`src/hw/rtl/isc_delay.sv`:
```
// ----------------------------------------------------------------------------
// isc_delay: enabled alignment delay line
// Carries side-band payload alongside the long arithmetic paths.
// ----------------------------------------------------------------------------
`default_nettype none

module isc_delay #(
	parameter int unsigned W = 16,
	parameter int unsigned D = 4
) (
	input  wire logic         clk,
	input  wire logic         en,
	input  wire logic [W-1:0] din,
	output logic      [W-1:0] dout
);

	logic [W-1:0] tap_s [D];

	always_ff @(posedge clk) begin
		if (en) begin
			tap_s[0] <= din;
			for (int i = 1; i < int'(D); i++) begin
				tap_s[i] <= tap_s[i-1];
			end
		end
	end

	assign dout = tap_s[D-1];

endmodule

`default_nettype wire

```
`config.mk`:
```
export PLATFORM = sky130hd
export DESIGN_NAME = isc_delay
export DESIGN_NICKNAME = d
export VERILOG_FILES = /design/src/hw/rtl/isc_delay.sv
export SDC_FILE = /design/constraint.sdc
export NUM_CORES = 1
export LEC_CHECK = 0
export BUFFER_PORTS_ARGS = -buffer_cell sky130_fd_sc_hd__buf_2
export CAP_MARGIN = 10
export CORE_UTILIZATION = 55
export DETAILED_ROUTE_END_ITERATION = 12
export GPL_TIMING_DRIVEN = 0
export HOLD_SLACK_MARGIN = 0.12
export PLACE_DENSITY = 0.88
export SYNTH_ARGS = -nofsm -noshare
export SYNTH_HDL_FRONTEND = slang
export SYNTH_SLANG_ARGS = --single-unit
export TNS_END_PERCENT = 30
```
`constraint.sdc`:
```
create_clock -name clk -period 1.01 [get_ports clk]
set_input_delay 0.202 -clock clk [delete_from_list [all_inputs] [get_ports clk]]
set_output_delay 0.202 -clock clk [all_outputs]
set_load 0.03 [all_outputs]
```
=== Yosys cells after proc, flatten, opt, wreduce, memory -nomap -nowiden ===
Memories as Yosys holds them, arrays and structs flattened.
Index checks and enable logic that the tools add are counted.

* Bits in writable memories: 64
* Input bits: 18
* Memories kept: 1
* Output and inout port bits: 16
* Latch bits: 0
* Bits in read-only memories: 0
* Register bits: 0

* Multiplexer cells: 2
* Bitwise logic cells: 0
* Shift-type cells: 0
* Reductions and logical operators: 0
* Eq/ne operators: 0
* Multiply operators: 0
* Magnitude comparators: 0
* Div/mod/pow operators: 0
* Add/subtract/negate cells: 0

{| class="wikitable"
|+ Memories
! memory !! depth !! width !! read ports !! clocked after Yosys merged registers in !! write ports !! RTL line !! RTL
|-
| tap_s || 4 || 16 || 4 || 0 || 4 || 17 || <nowiki>logic [W-1:0] tap_s [D];</nowiki>
|}

{| class="wikitable"
|+ Operator list
! cell !! count
|-
| $mux 1 || 2
|}

=== Longest topological paths before layout ===
* Depth after elaboration: 2
* Gate-level depth with buffers: 0
* Depth with buffers taken out: 0

=== Least setup slack after synthesis ===
OpenSTA, ideal clock, no wires.

* Path type: reg-to-output
* Start point: memory tap_s[3][0]
* End point: output dout[0]
* Data arrival time: 496 ps
* Path slack: 312 ps
* Cell stages (with the launch flop): 1
* Cells stage by stage: edfxtp_1

{| class="wikitable"
|+ RTL lines
! what !! RTL line !! RTL
|-
| start: declaration || 17 ||
|-
| end: declaration || 14 || <nowiki>output logic [W-1:0] dout</nowiki>
|}

==> run metrics <==
worst-path fanout max 1; Max stage delay cell, worst path edfxtp_1; clk root buf clkbuf_4; critical path type reg2out; Max Clock Freq 0.900 GHz; top cell type's share of synthesized area 100%; number of flip-flops in the largest register 64; layout cells sized above 1 34.9%; initial antenna violation count 0; routed wire length 2150 microns; multi-input gates 0; combinational share of power 5.5%; DR pass1 iterations 5; routed via count 768; die span in y 61.1 microns; warnings from Yosys 0; Yosys top cell by area edfxtp_1; Post-Synth XOR/XNOR Area 0%; area used by multi-input combinational logic 0 sq um; Clk pwr share 29.8%; CP endpoint kind output port; fin. max-slew vios 0; detail-routed via count per cell 4.39; syn nets 82; CP top delay family flip-flops; worst hold path type reg2reg; gr ovfl total 0; startpoint types flop; status complete, but fails checks; Critical Path AT 0.91 ns; Setup Skew 0.00893 ns; Final setup viols 16; Adder-Cell Fraction of Synth Area 0%; vias in the first global route 722; slowest stage delay, CP 0.40 ns; P_int 3.99 mW; Die W 61.1 microns; sw power 0.924 mW; Compound-Gate Fraction of Synth Area 0%; cell row count 21; Area Growth Syn to Fin 31.3%; gpl congestion 0.607; Largest regs tap_s x64; Synth Area in Simple Gates 0%; Req. time, crit path 0.81 ns; most frequent cells in the layout edfxtp_1 (64), buf_2 (17), dlygate4sd3_1 (16); depth of the CTS H-tree 3; Initial Util 57.6%; later-pin clock latency in the skew report 0.36 ns; Yosys reg bits 64; crit share post-route 110%; largest net degree at the start of global routing 65; first-pass GRT wire length 3170 microns; nets@finish 142; num ports 34; Cell Pwr Density 1950 mW/mm^2; Design Power 4.91 mW; Final Hold Viols 0; Pleak 0.924 nW; count of cell types in the netlist 1; min cycle time layout 1.11 ns; switching portion of total power 18.8%; Bufs and invs on worst path 1; sequential power share 64.7%; Reg area 0.00192 sq mm; CP Cell Sequence buf_6; CTS sink count 64; die area 0.00373 sq mm; CTS buffer count 9; Clock transition at path regs 0.09 ns; Largest Register tap_s; failing checks negative setup slack; Peak VDD IR 1780 uV; CTS tree built; Area contributors post-synth edfxtp_1 (100%); ant diodes 0; relative slew slack 50.8%; DR DRC count 0; commonest non-fill, non-tap cell in the layout edfxtp_1; Final ANT Viol Nets 0; Worst Tran Pin Value 0.738 ns; initial DRC count 23; Post-Syn Area 0.00192 sq mm; multiplexer area fraction after synthesis 0%; WL/cell 12.3 microns; Avg Inst Size Synth 30.0 sq um; setup tns final -1.39 ns; synthesized netlist cell count 64; max-cap viol count 0; Fillers 192; register area share after synthesis 100%; # port buffers 33; Placeable Area 0.00334 sq mm; Max clock buf depth 2; GRT Util Overall 13.4%; RSZ-0062 raised after global routing yes; Final Worst Setup Slack -0.101 ns
repair_timing:
action,4_1_cts,5_1_grt
hold endpoints to repair,16,0
buffers inserted,0,0
hold buffers,16,0
resized for setup,31,0
setup endpoints to repair,80,16
through the flow:
step                area [sq um]  std cells  hold WS (ns)  setup slack, ns  util [%]
detailed placement          2140        143         0.380           -0.560      64.3
global placement            2140        143         0.378           -0.496      64.3
global route                2520        175         0.432           -0.170      75.6
finish                      2520        175         0.415           -0.101      75.6
CTS                         2520        175         0.405           -0.148      75.6
floorplan                   1920         64         0.301            0.312         -
kinds of logic (layout without fill, tap and decap cells):
logic type,after synthesis,in the layout
buffers and inverters,0,65
flip-flops,64,64
power by group through the flow:
stage / Combinational (mW) / Clock [mW] / Sequential (mW)
5_1_grt: 0.291 / 1.64 / 3.19
3_5_place_dp: 0.184 / 0 / 3.23
3_3_place_gp: 0.178 / 0 / 3.21
4_1_cts: 0.269 / 1.53 / 3.18
2_1_floorplan: 0 / 0 / 3.29
6_report: 0.273 / 1.46 / 3.18
layout make-up:
class / instances / share of cell area (%)
clock buffers: 11 / 2.97
clock inverters: 5 / 1.88
flip-flops and latches: 64 / 76.2
well taps: 46 / 2.28
repair buffers: 49 / 16.7
synth_stat cells:
cell / number
edfxtp_1: 64
layer usage:
layer	wire, microns	global-route usage (%)
met4	0	4.87
met1	915	16.2
met5	0	0
met3	159	7.77
met2	1070	20.3
worst paths after layout:
check             slack, ns      endpoint  depth (start not counted)    startpoint
hold reg to reg        0.41  tap_s[3][11]                          0  tap_s[2][11]
setup reg to reg       0.34   tap_s[1][5]                          0   tap_s[0][5]
hold / removal         0.41  tap_s[3][11]                          0  tap_s[2][11]
setup / recovery      -0.10       dout[5]                          1   tap_s[3][5]
No activity file was read; power rests on OpenSTA's default activity.
