==> src/hw/rtl/isc_cdiv.sv <==
// ----------------------------------------------------------------------------
// isc_cdiv: scale by K/D, round to nearest, add offset
// Reciprocal multiply with a single remainder correction, four stages.
// ----------------------------------------------------------------------------
`default_nettype none

module isc_cdiv #(
	parameter int unsigned IW  = 16,
	parameter int unsigned K   = 64,
	parameter int unsigned D   = 131,
	parameter int          OFS = 0,
	parameter int unsigned OW  = 15
) (
	input  wire logic                 clk,
	input  wire logic                 en,
	input  wire logic signed [IW-1:0] x_in,
	output logic signed      [OW-1:0] q_out
);

	localparam int unsigned NW   = IW + $clog2(K) + 2;
	localparam int unsigned D2   = 2 * D;
	localparam logic [31:0] MUL  = 32'((64'd1 << 32) / D2);

	logic signed [IW:0]   ext;
	logic        [IW:0]   absx;
	logic        [NW+31:0] prod;
	logic        [NW-1:0] rem;

	logic                 neg_s1, neg_s2, neg_s3;
	logic        [NW-1:0] n_s1, n_s2;
	logic        [NW-1:0] q0_s2, q_s3;

	assign ext  = (IW+1)'(x_in);
	assign absx = ext[IW] ? (IW+1)'(-ext) : (IW+1)'(ext);
	assign prod = (NW+32)'(n_s1) * (NW+32)'(MUL);
	assign rem  = n_s2 - NW'(q0_s2 * NW'(D2));

	always_ff @(posedge clk) begin
		if (en) begin
			// 2*|x|*K + D, later floor-divided by 2*D
			neg_s1 <= ext[IW];
			n_s1   <= NW'(absx) * NW'(2 * K) + NW'(D);
			neg_s2 <= neg_s1;
			n_s2   <= n_s1;
			q0_s2  <= prod[NW+31:32];
			neg_s3 <= neg_s2;
			q_s3   <= q0_s2 + NW'(rem >= NW'(D2));
			q_out  <= neg_s3 ? OW'(OFS) - OW'(q_s3) : OW'(OFS) + OW'(q_s3);
		end
	end

endmodule

`default_nettype wire

==> config.mk <==
export PLATFORM = sky130hd
export DESIGN_NAME = isc_cdiv
export DESIGN_NICKNAME = d
export VERILOG_FILES = /design/src/hw/rtl/isc_cdiv.sv
export SDC_FILE = /design/constraint.sdc
export NUM_CORES = 1
export LEC_CHECK = 0
export BUFFER_PORTS_ARGS = -buffer_cell sky130_fd_sc_hd__buf_2
export CELL_PAD_IN_SITES_DETAIL_PLACEMENT = 0
export CELL_PAD_IN_SITES_GLOBAL_PLACEMENT = 1
export CORE_MARGIN = 8
export CORE_UTILIZATION = 37
export DETAILED_ROUTE_END_ITERATION = 16
export PLACE_DENSITY_LB_ADDON = 0.1
export SYNTH_ARGS = -nofsm -noshare
export SYNTH_HDL_FRONTEND = slang
export SYNTH_SLANG_ARGS = --single-unit
==> constraint.sdc <==
create_clock -name clk -period 8.1 [get_ports clk]
set_input_delay 0.81 -clock clk [delete_from_list [all_inputs] [get_ports clk]]
set_output_delay 0.81 -clock clk [all_outputs]
set_load 0.02 [all_outputs]
**Yosys cells after proc, flatten, opt, wreduce, memory -nomap -nowiden**

Cells that the tools add are included.

- Add/sub/neg operators: 5
- Magnitude comparators: 1
- Multiply operators: 2
- Mux-type cells: 2

Operators by type and width:

| cell | count |
|---|---|
| $mul A24 B22 Y46 const B | 1 |
| $add A24 B8 Y24 const B | 1 |
| $ge A24 B9 Y1 const B | 1 |
| $sub A24 B24 Y24 | 1 |
| $mul A16 B8 Y23 const B | 1 |
| $mux W17 | 1 |
| $neg A16 Y17 | 1 |
| $add A15 B1 Y15 | 1 |
| $mux W15 | 1 |
| $sub A1 B15 Y15 const A | 1 |

- Word-level logic and storage cells: 18
- Output and inout port bits: 15
- Bits in registers: 97
- Input port bits: 18

**Logic depth before layout (Yosys ltp)**

- Word-level depth: 4
- Depth in mapped cells: 31
- Mapped depth without buffers: 30

**Least setup slack after synthesis**

No wires, ideal clock.

- Path type: register to register
- From: register n_s1[9]
- To: register q0_s2[15], data pin
- Library setup time: 0.260 ns
- Data required time: 7.840 ns
- Clock period less this slack: 6.180 ns
- Data arrival time: 5.920 ns
- Buffers on the path: 0
- Cell stages (with the launch flop): 20
- Path slack: 1.920 ns
- Path through: edfxtp_1 > fa_1 > inv_1 > fa_1 > fa_1 > inv_1 > fa_1 > fa_1 > fa_1 > ha_1 > ha_1 > a21o_1 > a21o_1 > a21o_1 > nor3_1 > a211oi_1 > a21o_1 > a211o_1 > a21oi_1 > xnor2_1

- Longest elaborated chain between the ends: 1

RTL lines:

| item | RTL line | RTL |
|---|---|---|
| from (decl) | 30 | `logic [NW-1:0] n_s1, n_s2;` |
| from (signal assigned) | 42 | `n_s1 <= NW'(absx) * NW'(2 * K) + NW'(D);` |
| $mul A24 B22 Y46 | 35 | `assign prod = (NW+32)'(n_s1) * (NW+32)'(MUL);` |
| via prod[47] | 26 | `logic [NW+31:0] prod;` |
| to (signal assigned) | 45 | `q0_s2 <= prod[NW+31:32];` |
| to (decl) | 31 | `logic [NW-1:0] q0_s2, q_s3;` |

The timed path passes the listed nets, and every way through them passes these cells.
A chain may end at the register's enable or synchronous reset.

**Final worst setup path**

- From: register q0_s2[12]
- To: register q_s3[14], data pin

- Longest elaborated chain between the ends: 4

RTL lines:

| item | RTL line | RTL |
|---|---|---|
| $mul A16 B8 Y23 | 36 | `assign rem = n_s2 - NW'(q0_s2 * NW'(D2));` |
| $sub A24 B24 Y24 | 36 |  |
| $ge A24 B9 Y1 | 47 | `q_s3 <= q0_s2 + NW'(rem >= NW'(D2));` |
| $add A15 B1 Y15 * | 47 |  |
| to (signal assigned) | 47 |  |
| to (decl) | 31 |  |

Every way passes the cells marked *; elsewhere a longest branch is shown, timed or not.

==> reports/metrics.csv <==
stage,metric,value,unit
logic_synthesis,synthSimpleGateAreaFrac,7.47,%
timing,clock.fmax,144,MHz
setup_path,worstSetupStartpointType,flop,
routing,drt_wl_total,29.2,mm
logic_synthesis,synth_xor_area_share,6.63,%
die,fp.dieH,201,um
timing,rsz0062_at_grt,no,
timing,final-max-slew-violation-count,0,
logic_synthesis,synth-seq-cells,83,
logic_synthesis,postSynthCellCount,1192,
setup_path,cp_slowest_stage_delay,530,ps
clock_network,postCtsSetupRepairBufs,0,
setup_path,reg2reg_depth,29,
setup_path,timing.critical_path.mode_cell,ha_1,
logic_synthesis,synth.largest_area_cell,ha_1,
setup_path,crit_required,8210,ps
logic_synthesis,synthTopCellsByArea,"ha_1 (27%), fa_1 (23%), edfxtp_1 (20%)",
die,pin_count,33,
logic_synthesis,synth_top_family_by_area,adder cells,
timing,period_share,85.7,%
die,placementRows,68,
timing,finalSetupTns,0,ps
clock_network,cts_tree,done,
routing,antenna_left,0,
routing,drc,0,
logic_synthesis,syn_avg_cell_area,10.6,sq um
logic_synthesis,syn-num-nets,1627,
job,maxCapViolCount,0,
setup_path,critPathMaxFanout,7,
clock_network,clk_pin_slew,70,ps
layout,antenna_cells,0,
layout,final_layout_size_suffix_gt1_share,5.93,%
setup_path,reg2reg_from,q0_s2[12],
setup_path,rr_endpoint,q_s3[14],
grt,groute.usage.overall,14.9,%
die,die_area,0.0405,sq mm
setup_path,critPathArrivalTime,7050,ps
min_path,hold_start,neg_s2,
logic_synthesis,muxShareOfSynthArea,0.158,%
logic_synthesis,synth-adder-area-share,49.8,%
logic_synthesis,synth_compound_area_share,9.19,%
clock_network,htree_levels,3,
layout,syn_to_final_growth,8.77,%
logic_synthesis,synth.cells.most_frequent,"ha_1 (270), inv_1 (230), fa_1 (147), edfxtp_1 (83), xnor2_1 (58)",
logic_synthesis,ys_types,64,
logic_synthesis,ys.flop_type,edfxtp_1,
logic_synthesis,synth_area,0.0127,sq mm
min_path,min_path_cells,0,
placement,post-dp-hpwl,24.9,mm
setup_path,endpoint_kind,flop,
routing,first_pass_iters,6,
die,start_util,37.2,%
routing,via_per_inst,4.90,
min_path,holdPathEnd,neg_s3,
grt,grt_pass1_vias,8967,
setup_path,path_class,reg2reg,
logic_synthesis,synth_most_common_cell,ha_1,
run_status,status,"complete, no violations",
grt,grt_antenna_before_repair,0,
placement,io_buffer_count,32,
routing,via_count,8340,
logic_synthesis,synth_top_area_share,26.6,%
logic_synthesis,async_reset_ff_share,0,%
timing,setup-violations-final,0,
layout,final_nets,1677,
die,core,0.0341,sq mm
grt,grt_overflow_total,0,
timing,hold_viol_final,0,
placement,routabilityCongestion,0.816,
timing,slew_headroom,46.0,%
timing,worstMarginPinSlew,811,ps
min_path,hp-class,reg2reg,
routing,drt_iter0_drc,334,
logic_synthesis,ys_seq_area_share,19.6,%
die,dieWidth,201,um
clock_network,cts-buffers-inserted,9,
clock_network,cts_sinks,83,
clock_network,post_cts_resized,0,
grt,grt_max_degree,48,
setup_path,crit_slowest_cell,edfxtp_1,
setup_path,rrSetupSlack,1160,ps
clock_network,cts-hold-fix-buffers,0,
timing,fin_crit,6940,ps
logic_synthesis,yosysWarnings,0,
timing,fin_skew,12.9,ps
clock_network,clkLatencyLatePin,360,ps
clock_network,cts_buffer_depth,2,
grt,grt_pass1_wl,47.7,mm
routing,post_drt_wl_per_cell,17.2,um
logic_synthesis,synth-edff-count,83,
clock_network,clockRootBuffer,clkbuf_16,
## routing by layer
metal	track usage, %	routed length (um)	vias to the layer above	share of wire [%]
met5	0	0	-	0
met4	2.71	383	0	1.3
met3	2.22	678	17	2.3
met2	26.0	14200	90	49
met1	19.4	13900	4052	48
li1	-	-	4181	-
## cells in the final DEF (no fill, tap or decap), drive strengths merged, types with 10 or more instances in the layout
master	count
nor3	24
buf	46
xnor2	58
a21o	28
a31oi	10
ha	270
xor2	38
nand3	20
nand4	11
a21oi	41
o31ai	10
o21ai	33
edfxtp	83
nand2	42
nor2	32
fa	147
inv	232
## worst max-delay path: cells and delay by family (launching register included)
family                     cells  cell delay, ps
adders and majority gates      7            2360
DFF                            1             530
and+or+nand+nor                8            1160
AOI/OAI and AO/OA             11            2500
buffers and inverters          2              90
xor gates and xnor gates       1              60
## sequential cells by signal, summed over array words and instances (netlist names)
| name | count |
|---|---|
| n_s1 | 17 |
| n_s2 | 17 |
| neg_s1 | 1 |
| neg_s2 | 1 |
| neg_s3 | 1 |
| q0_s2 | 16 |
| q_out | 15 |
| q_s3 | 15 |
## area by class of cell
type | instances | area (sq um)
clock inverters | 7 | 83.8
clock buffers | 9 | 225
fillers | 3364 | 20300
well taps | 455 | 569
repair buffers | 46 | 268
flip-flops and latches | 83 | 2490
multi-input cells | 872 | 9300
inverters | 230 | 863
## logic make-up (layout without fill, tap and decap cells)
family                     count (synthesis)  after routing
xor gates and xnor gates                  96             96
muxes                                      2              2
AOI/OAI and AO/OA                        174            174
buffers and inverters                    237            292
DFF                                       83             83
and+or+nand+nor                          182            182
other                                      1              1
adders and majority gates                417            417
## per-stage QoR
step | instances | util (%) | setup slack, ps | hold WS [ps] | instance area (sq um)
after floorplan | 1192 | - | 1920 | 400 | 12700
after global placement | 1686 | 39.5 | 1270 | 401 | 13500
after detailed placement | 1686 | 39.5 | 1170 | 410 | 13500
after CTS | 1702 | 40.5 | 1150 | 428 | 13800
after global routing | 1702 | 40.5 | 600 | 448 | 13800
final | 1702 | 40.5 | 1160 | 424 | 13800
## worst max path at each step
stage / end / cells past startpoint / start
floorplan: q0_s2[15] / 19 / n_s1[9]
global placement: q_s3[14] / 29 / q0_s2[12]
detailed placement: q_s3[14] / 29 / q0_s2[12]
CTS: q_s3[14] / 29 / q0_s2[12]
global route: q_s3[14] / 29 / q0_s2[12]
finish: q_s3[14] / 29 / q0_s2[12]
Power is not shown: default switching activity piles up to over one toggle a cycle in this logic, so the estimate is an artifact.
