[src/hw/rtl/isc_pkg.sv]
// ----------------------------------------------------------------------------
// isc_pkg: shared types and constants for the IMU scale and tilt unit
// Fixed-point widths, CORDIC step table and angle constants.
// ----------------------------------------------------------------------------
`default_nettype none

package isc_pkg;

	// CORDIC operand input width: raw word times 256, one bit for negation
	localparam int unsigned OP_W   = 25;
	// CORDIC x/y datapath width, holds the gain growth without overflow
	localparam int unsigned CW     = 28;
	// angle accumulator width, degrees times 65536
	localparam int unsigned ZW     = 28;
	// square-root radicand and root widths
	localparam int unsigned RAD_W  = 48;
	localparam int unsigned ROOT_W = 24;
	localparam int unsigned TBL_N  = 24;

	localparam logic signed [ZW-1:0] Z90  = ZW'(90 * 65536);
	localparam logic signed [ZW-1:0] Z180 = ZW'(180 * 65536);

	// atan(2^-i) in degrees times 65536, rounded to nearest
	localparam logic [21:0] STEP_ANGLE [TBL_N] = '{
		22'd2949120, 22'd1740967, 22'd919879, 22'd466945, 22'd234379, 22'd117304,
		22'd58666,   22'd29335,   22'd14668,  22'd7334,   22'd3667,   22'd1833,
		22'd917,     22'd458,     22'd229,    22'd115,    22'd57,     22'd29,
		22'd14,      22'd7,       22'd4,      22'd2,      22'd1,      22'd0
	};

endpackage

`default_nettype wire

[src/hw/rtl/isc_isqrt.sv]
// ----------------------------------------------------------------------------
// isc_isqrt: pipelined integer square root
// Restoring digit recurrence, one root bit per stage.
// ----------------------------------------------------------------------------
`default_nettype none

module isc_isqrt
	import isc_pkg::*;
(
	input  wire logic              clk,
	input  wire logic              en,
	input  wire logic [RAD_W-1:0]  rad,
	output logic      [ROOT_W-1:0] root
);

	localparam int unsigned RMW = ROOT_W + 2;

	logic [RMW-1:0]    rem_s  [ROOT_W+1];
	logic [ROOT_W-1:0] root_s [ROOT_W+1];
	logic [RAD_W-1:0]  rest_s [ROOT_W+1];

	assign rem_s[0]  = '0;
	assign root_s[0] = '0;
	assign rest_s[0] = rad;

	for (genvar k = 0; k < ROOT_W; k++) begin : g_bit
		logic [RMW:0] rem2;
		logic [RMW:0] trial;

		assign rem2  = {rem_s[k][RMW-2:0], rest_s[k][RAD_W-1 -: 2]};
		assign trial = (RMW+1)'({root_s[k], 2'b01});

		always_ff @(posedge clk) begin
			if (en) begin
				rest_s[k+1] <= rest_s[k] << 2;
				if (rem2 >= trial) begin
					rem_s[k+1]  <= RMW'(rem2 - trial);
					root_s[k+1] <= {root_s[k][ROOT_W-2:0], 1'b1};
				end else begin
					rem_s[k+1]  <= RMW'(rem2);
					root_s[k+1] <= {root_s[k][ROOT_W-2:0], 1'b0};
				end
			end
		end
	end

	assign root = root_s[ROOT_W];

endmodule

`default_nettype wire

[config.mk]
export PLATFORM = sky130hd
export DESIGN_NAME = isc_isqrt
export DESIGN_NICKNAME = d
export VERILOG_FILES = /design/src/hw/rtl/isc_pkg.sv /design/src/hw/rtl/isc_isqrt.sv
export SDC_FILE = /design/constraint.sdc
export NUM_CORES = 2
export LEC_CHECK = 0
export ABC_AREA = 1
export ABC_CLOCK_PERIOD_IN_PS = 4300
export BUFFER_PORTS_ARGS = -buffer_cell sky130_fd_sc_hd__buf_2
export CORE_ASPECT_RATIO = 0.9
export CORE_UTILIZATION = 35
export DETAILED_ROUTE_END_ITERATION = 8
export GPL_TIMING_DRIVEN = 0
export PLACE_DENSITY = 0.6
export SETUP_SLACK_MARGIN = 0.02
export SLEW_MARGIN = 0
export SYNTH_ARGS = -nofsm -noshare
export SYNTH_HDL_FRONTEND = slang
export SYNTH_SLANG_ARGS = --single-unit
[constraint.sdc]
create_clock -name clk -period 4.3 [get_ports clk]
set_input_delay 0.86 -clock clk [delete_from_list [all_inputs] [get_ports clk]]
set_output_delay 0.86 -clock clk [all_outputs]
set_load 0.01 [all_outputs]
# After elaboration in Yosys (flattened, before gate mapping)
# Index checks and enable logic that the tools add are counted.
dict set report totals {
  input_bits 50
  word_cells 165
  output_inout_bits 24
  reg_bits 1405
}
dict set report classes {
  n_mux 47
  addsub 23
  n_lt_le_gt_ge 24
}
# cell n
set op_table {}
lappend op_table {{25-bit two-way mux} 22}
lappend op_table {{27-bit by 10-bit >= comparator with 1-bit output} 1}
lappend op_table {{27-bit by 11-bit >= comparator with 1-bit output} 1}
lappend op_table {{27-bit by 12-bit >= comparator with 1-bit output} 1}
lappend op_table {{27-bit by 13-bit >= comparator with 1-bit output} 1}
lappend op_table {{27-bit by 14-bit >= comparator with 1-bit output} 1}
lappend op_table {{27-bit by 15-bit >= comparator with 1-bit output} 1}
lappend op_table {{27-bit by 16-bit >= comparator with 1-bit output} 1}
lappend op_table {{27-bit by 17-bit >= comparator with 1-bit output} 1}
lappend op_table {{27-bit by 18-bit >= comparator with 1-bit output} 1}
lappend op_table {{27-bit by 19-bit >= comparator with 1-bit output} 1}
lappend op_table {{27-bit by 20-bit >= comparator with 1-bit output} 1}
lappend op_table {{27-bit by 21-bit >= comparator with 1-bit output} 1}
lappend op_table {{27-bit by 22-bit >= comparator with 1-bit output} 1}
lappend op_table {{27-bit by 23-bit >= comparator with 1-bit output} 1}
lappend op_table {{27-bit by 24-bit >= comparator with 1-bit output} 1}
lappend op_table {{27-bit by 25-bit >= comparator with 1-bit output} 1}
lappend op_table {{27-bit by 3-bit >= comparator with 1-bit output} 1}
lappend op_table {{27-bit by 4-bit >= comparator with 1-bit output} 1}
lappend op_table {{27-bit by 5-bit >= comparator with 1-bit output} 1}
lappend op_table {{27-bit by 6-bit >= comparator with 1-bit output} 1}
lappend op_table {{27-bit by 7-bit >= comparator with 1-bit output} 1}
lappend op_table {{27-bit by 8-bit >= comparator with 1-bit output} 1}
lappend op_table {{27-bit by 9-bit >= comparator with 1-bit output} 1}
lappend op_table {{26 further kinds} 49}

# Depth between registers and ports, before layout
dict set report logic_depth {
  word_depth 2
  mapped_depth 16
  ltp_nobuf 15
}

# Least setup slack after synthesis
# No wires, ideal clock.
dict set report synth_timing {
  kind {register to register}
  from {reg rem_s, in the netlist g_bit[2].rem2[2]}
  to {reg rem_s, in the netlist g_bit[3].rem2[21], data pin}
  path_slack_ns 1.968
  setup_ns 0.269
  t_arrival_ns 2.063
  stages_incl_launch_ff 12
  required_ns 4.031
  period_less_slack_ns 2.332
  n_path_buf 1
  path_cell_list {edfxtp_1 -> ha_1 -> a21oi_1 -> a21boi_0 -> nor2_1 -> nand2_1 -> nor2_1 -> ha_1 -> nand2_2 -> inv_1 -> clkbuf_1 -> o21ai_0}
}
dict set report synth_via {
  elab_chain_cells 2
  elab_cells_between_ends 3
  cone_classes {add/sub: 1; order compare: 1; mux: 1}
}
# item line_no
set synth_rtl {}
lappend synth_rtl {{start: declaration} isc_isqrt.sv:18} ;# logic [RMW-1:0] rem_s [ROOT_W+1];
lappend synth_rtl {{start signal: indexed assignment} isc_isqrt.sv:37} ;# rem_s[k+1] <= RMW'(rem2 - trial);
lappend synth_rtl {{start signal: indexed assignment} isc_isqrt.sv:40} ;# rem_s[k+1] <= RMW'(rem2);
lappend synth_rtl {{25-bit by 4-bit subtractor with 25-bit output or 27-bit by 4-bit >= comparator with 1-bit output (tied branches)} {isc_isqrt.sv:37, isc_isqrt.sv:36}}
lappend synth_rtl {{25-bit two-way mux (*)} isc_isqrt.sv:36} ;# if (rem2 >= trial) begin
# Mark *: on every way between the ends. The rest lies on a longest branch, timed or not.
# A chain may end at the register's enable or synchronous reset.

# Worst setup path after layout
dict set report layout_timing {
  from {in en}
  to {reg root_s, in the netlist root[23], enable pin}
}
# item line_no
set layout_rtl {}
lappend layout_rtl {{start: declaration} isc_isqrt.sv:11} ;# input wire logic en,
lappend layout_rtl {{end signal: indexed assignment} isc_isqrt.sv:38} ;# root_s[k+1] <= {root_s[k][ROOT_W-2:0], 1'b1};
lappend layout_rtl {{end signal: indexed assignment} isc_isqrt.sv:41} ;# root_s[k+1] <= {root_s[k][ROOT_W-2:0], 1'b0};
lappend layout_rtl {{end: declaration} isc_isqrt.sv:19} ;# logic [ROOT_W-1:0] root_s [ROOT_W+1];
# No word-level cell between the ends.

==> reports/qor.yml <==
status: "finished, final reports clean"
die_area_sq_um: 221000
yosys.area_share.xor_xnor: 0.0229
placement.io_buffers: 73
synth_fa_ha_area_frac: 0.0528
syn_area_sq_um: 76600
first_global_vias: 53300
seq_area_frac_synth: 0.542
crit_arrival_ns: 3.39
worstMarginPinSlew_ns: 0.975
yosysUniqueCellTypes: 53
multi_input_area_sq_um: 28500
yosysWarningCount: 0
boundaryPins: 74
core_sq_um: 217000
grt_pass1_wl_microns: 297000
row_count: 162
global_route.usage.total: 0.171
cell_area_after_layout_sq_um: 85800
average_via_count_per_standard_cell: 4.68
setup.worst_path.end_class: "flop"
finalCritPeriodShare: 0.692
max-vdd-ir-drop_mv: 0.308
drt-initial-drc-count: 4400
worst_path_most_repeated_cell: "sky130_fd_sc_hd__buf_16"
post-route-min-period_ns: 2.97
fin_tns_setup_ns: 0
hold_path_class: "in2reg"
cts_root_buf: "sky130_fd_sc_hd__clkbuf_16"
drtPass1Iterations: 6
fraction_of_layout_cells_with_a_size_suffix_above_1: 0.0681
worst_path_largest_cell_delay_ns: 0.57
cts_post_setup_buffers_inserted: 0
tritoncts_num_sinks: 1381
place_congestion: 0.909
remaining_antenna_violation_count_after_routing: 0
synth_cells: 8808
yosys.area.top_type: "sky130_fd_sc_hd__edfxtp_1"
flip_flop_and_latch_count_after_synthesis: 1381
synthDominantCellAreaShare: 0.542
cts.htree.levels: 4
sequential_cell_area_sq_um: 41500
totalWireLength_microns: 191000
floorplan.initialDensity: 0.353
detailed_place.area_sq_um: 80800
route.vias.total: 56300
synth_simple_gate_area_share: 0.261
slowest_cp_cell: "sky130_fd_sc_hd__buf_16"
cts_buffers: 150
grt_antenna_before_repair: 2
maximum_clock_skew_at_final_layout_ns: 0.0613
dominant_combinational_cell_family_by_area_after_synthesis: "simple AND/OR/NAND/NOR gates"
insertedDiodeCount: 0
report.final.setup_viol: 0
leakage_nw: 39.1
fraction_of_the_mapped_netlist_area_in_compound_gates: 0.0359
worst_setup_hold_path_clk_slew_ns: 0.07
worst-path-buf-inv: 4
grt_overflow_total: 0
rsz0062_at_grt: "false"
fillers: 21600
maxClockFrequency_ghz: 0.336
design.final.nets: 9414
cts_hold_buf: 0
maxCapViolations: 0
post_cts_resized: 0
cp_max_fo: 176
syn-mean-instance-area_sq_um: 8.69
place.detailed.hpwl_microns: 147000
wire_per_inst_microns: 15.8
timing.setup.critical_path_class: "in2reg"
worst_setup_path_start_kind: "primary input"
drt_drc_violations_left: 0
cts.path.max_buffers: 3
synthMuxAreaShare: 0
max_slew_margin: 0.350
worst_path_dominant_cell_family: "buffers and inverters"
die-width_microns: 495
synth_area_leaders: "sky130_fd_sc_hd__edfxtp_1 (54%), sky130_fd_sc_hd__nand2_1 (15%), sky130_fd_sc_hd__inv_1 (7.6%)"
worstPathRequired_ns: 4.72
finalMaxSlewViolations: 0
postSynthNetCount: 9181
power.density_cell_area_nw_per_um2: 451
cts_tree: "done"
area_growth_from_synthesis_to_layout_pct: 12.0
die_y_microns: 446
clkLatencyLatePin_ns: 0.80
cp_cell_sequence: "buf_12 -> buf_16 -> buf_16 -> buf_16"
grt_start_max_net_pins: 181
hold_viol: 0
-- flip-flops by register name, indices dropped and copies added (netlist names) --
register and count:
rest_s 506, root 24, g_bit.trial 276, g_bit.rem2 575
-- metrics by stage --
stage	worst slack, ns	cells	utilization	total power, W	hold WS (ns)
after global placement	-19.24	11800	0.371	0.0264	0.400
after detailed placement	0.382	11800	0.372	0.0259	0.405
final	1.33	12000	0.395	0.0386	0.221
after global routing	1.10	12000	0.395	0.0409	0.160
after CTS	1.25	12000	0.395	0.0391	0.127
after floorplan	1.97	8808	-	0.0231	0.400
-- area by class of cell --
cell class	instances	area share
plain buffers	70	0.00788
clock buffers	180	0.0451
clock inverters	94	0.0131
inverters	1579	0.0692
multi-input cells	5778	0.332
flip-flops and latches	1381	0.484
well taps	2870	0.0419
repair buffers	81	0.00700
-- where the power goes --
part	internal (W)	leakage [nW]	switching [W]
clock network	0.00735	2.39	0.00563
logic	0.00266	23.4	0.00542
registers	0.0166	13.2	0.000992
-- Yosys cell counts, drive strengths merged --
cell     count
nand2     3170
inv       1579
edfxtp    1381
nor2       772
nand3      507
ha         323
a21oi      298
xor2       155
nand4      148
o21ai      140
nand3b      80
buf         68
nor3        61
xnor2       44
and2        19
o21bai      15
or2         15
nor4         6
a21boi       5
o211ai       5
and3         4
nor3b        4
clkbuf       2
o21a         2
a211o        1
conb         1
nand2b       1
o2111ai      1
o31ai        1
-- cell families (layout without fill, tap and decap cells) --
family          Yosys count  after routing
compound gates          468            468
buf+inv                1649           2004
fa+ha+maj               323            323
flops                  1381           1381
simple gates           4787           4787
other cells               1              1
xor+xnor                199            199
-- placed cells by master, fill, tap and decap left out, types with 9 or more instances in the layout --
cell	instances
sky130_fd_sc_hd__inv_1	1546
sky130_fd_sc_hd__xnor2_1	44
sky130_fd_sc_hd__buf_4	23
sky130_fd_sc_hd__buf_6	35
sky130_fd_sc_hd__nand4_1	148
sky130_fd_sc_hd__buf_2	77
sky130_fd_sc_hd__nor3_1	56
sky130_fd_sc_hd__o21ai_2	18
sky130_fd_sc_hd__a21oi_2	64
sky130_fd_sc_hd__clkbuf_1	31
sky130_fd_sc_hd__o21ai_0	99
sky130_fd_sc_hd__or2_2	14
sky130_fd_sc_hd__clkinv_2	19
sky130_fd_sc_hd__nand2_1	3130
sky130_fd_sc_hd__clkinv_16	9
sky130_fd_sc_hd__nand3_1	498
sky130_fd_sc_hd__inv_2	31
sky130_fd_sc_hd__o21ai_1	23
sky130_fd_sc_hd__clkbuf_16	150
sky130_fd_sc_hd__clkinvlp_4	9
sky130_fd_sc_hd__xor2_1	154
sky130_fd_sc_hd__nand2_2	35
sky130_fd_sc_hd__nand3b_1	79
sky130_fd_sc_hd__o21bai_1	15
sky130_fd_sc_hd__clkinv_1	28
sky130_fd_sc_hd__bufinv_16	13
sky130_fd_sc_hd__and2_1	18
sky130_fd_sc_hd__edfxtp_1	1381
sky130_fd_sc_hd__nor2_4	15
sky130_fd_sc_hd__a21oi_1	234
sky130_fd_sc_hd__ha_1	323
sky130_fd_sc_hd__nor2_1	702
sky130_fd_sc_hd__nor2_2	54
-- final timing paths --
kind	depth (start not counted)	slack [ns]	startpoint	endpoint
setup / recovery	4	1.33	en	root[23]$_DFFE_PP_
hold / removal	1	0.22	rad[0]	rest_s[1106]$_DFFE_PP_
setup reg to reg	11	1.44	g_bit[2].rem2[2]$_DFFE_PP_	g_bit[3].rem2[18]$_DFFE_PP_
hold reg to reg	0	0.40	rest_s[833]$_DFFE_PP_	rest_s[787]$_DFFE_PP_
-- per-layer routing --
| layer | track usage | vias up | part of all wire |
|---|---|---|---|
| met1 | 0.248 | 26100 | 0.49 |
| met3 | 0.0245 | 206 | 0.048 |
| met4 | 0.0388 | 0 | 0.018 |
| met2 | 0.269 | 1248 | 0.44 |
| li1 | - | 28700 | - |
| met5 | 0 | - | 0 |
Note: power is estimated with default switching activity, not from simulation.
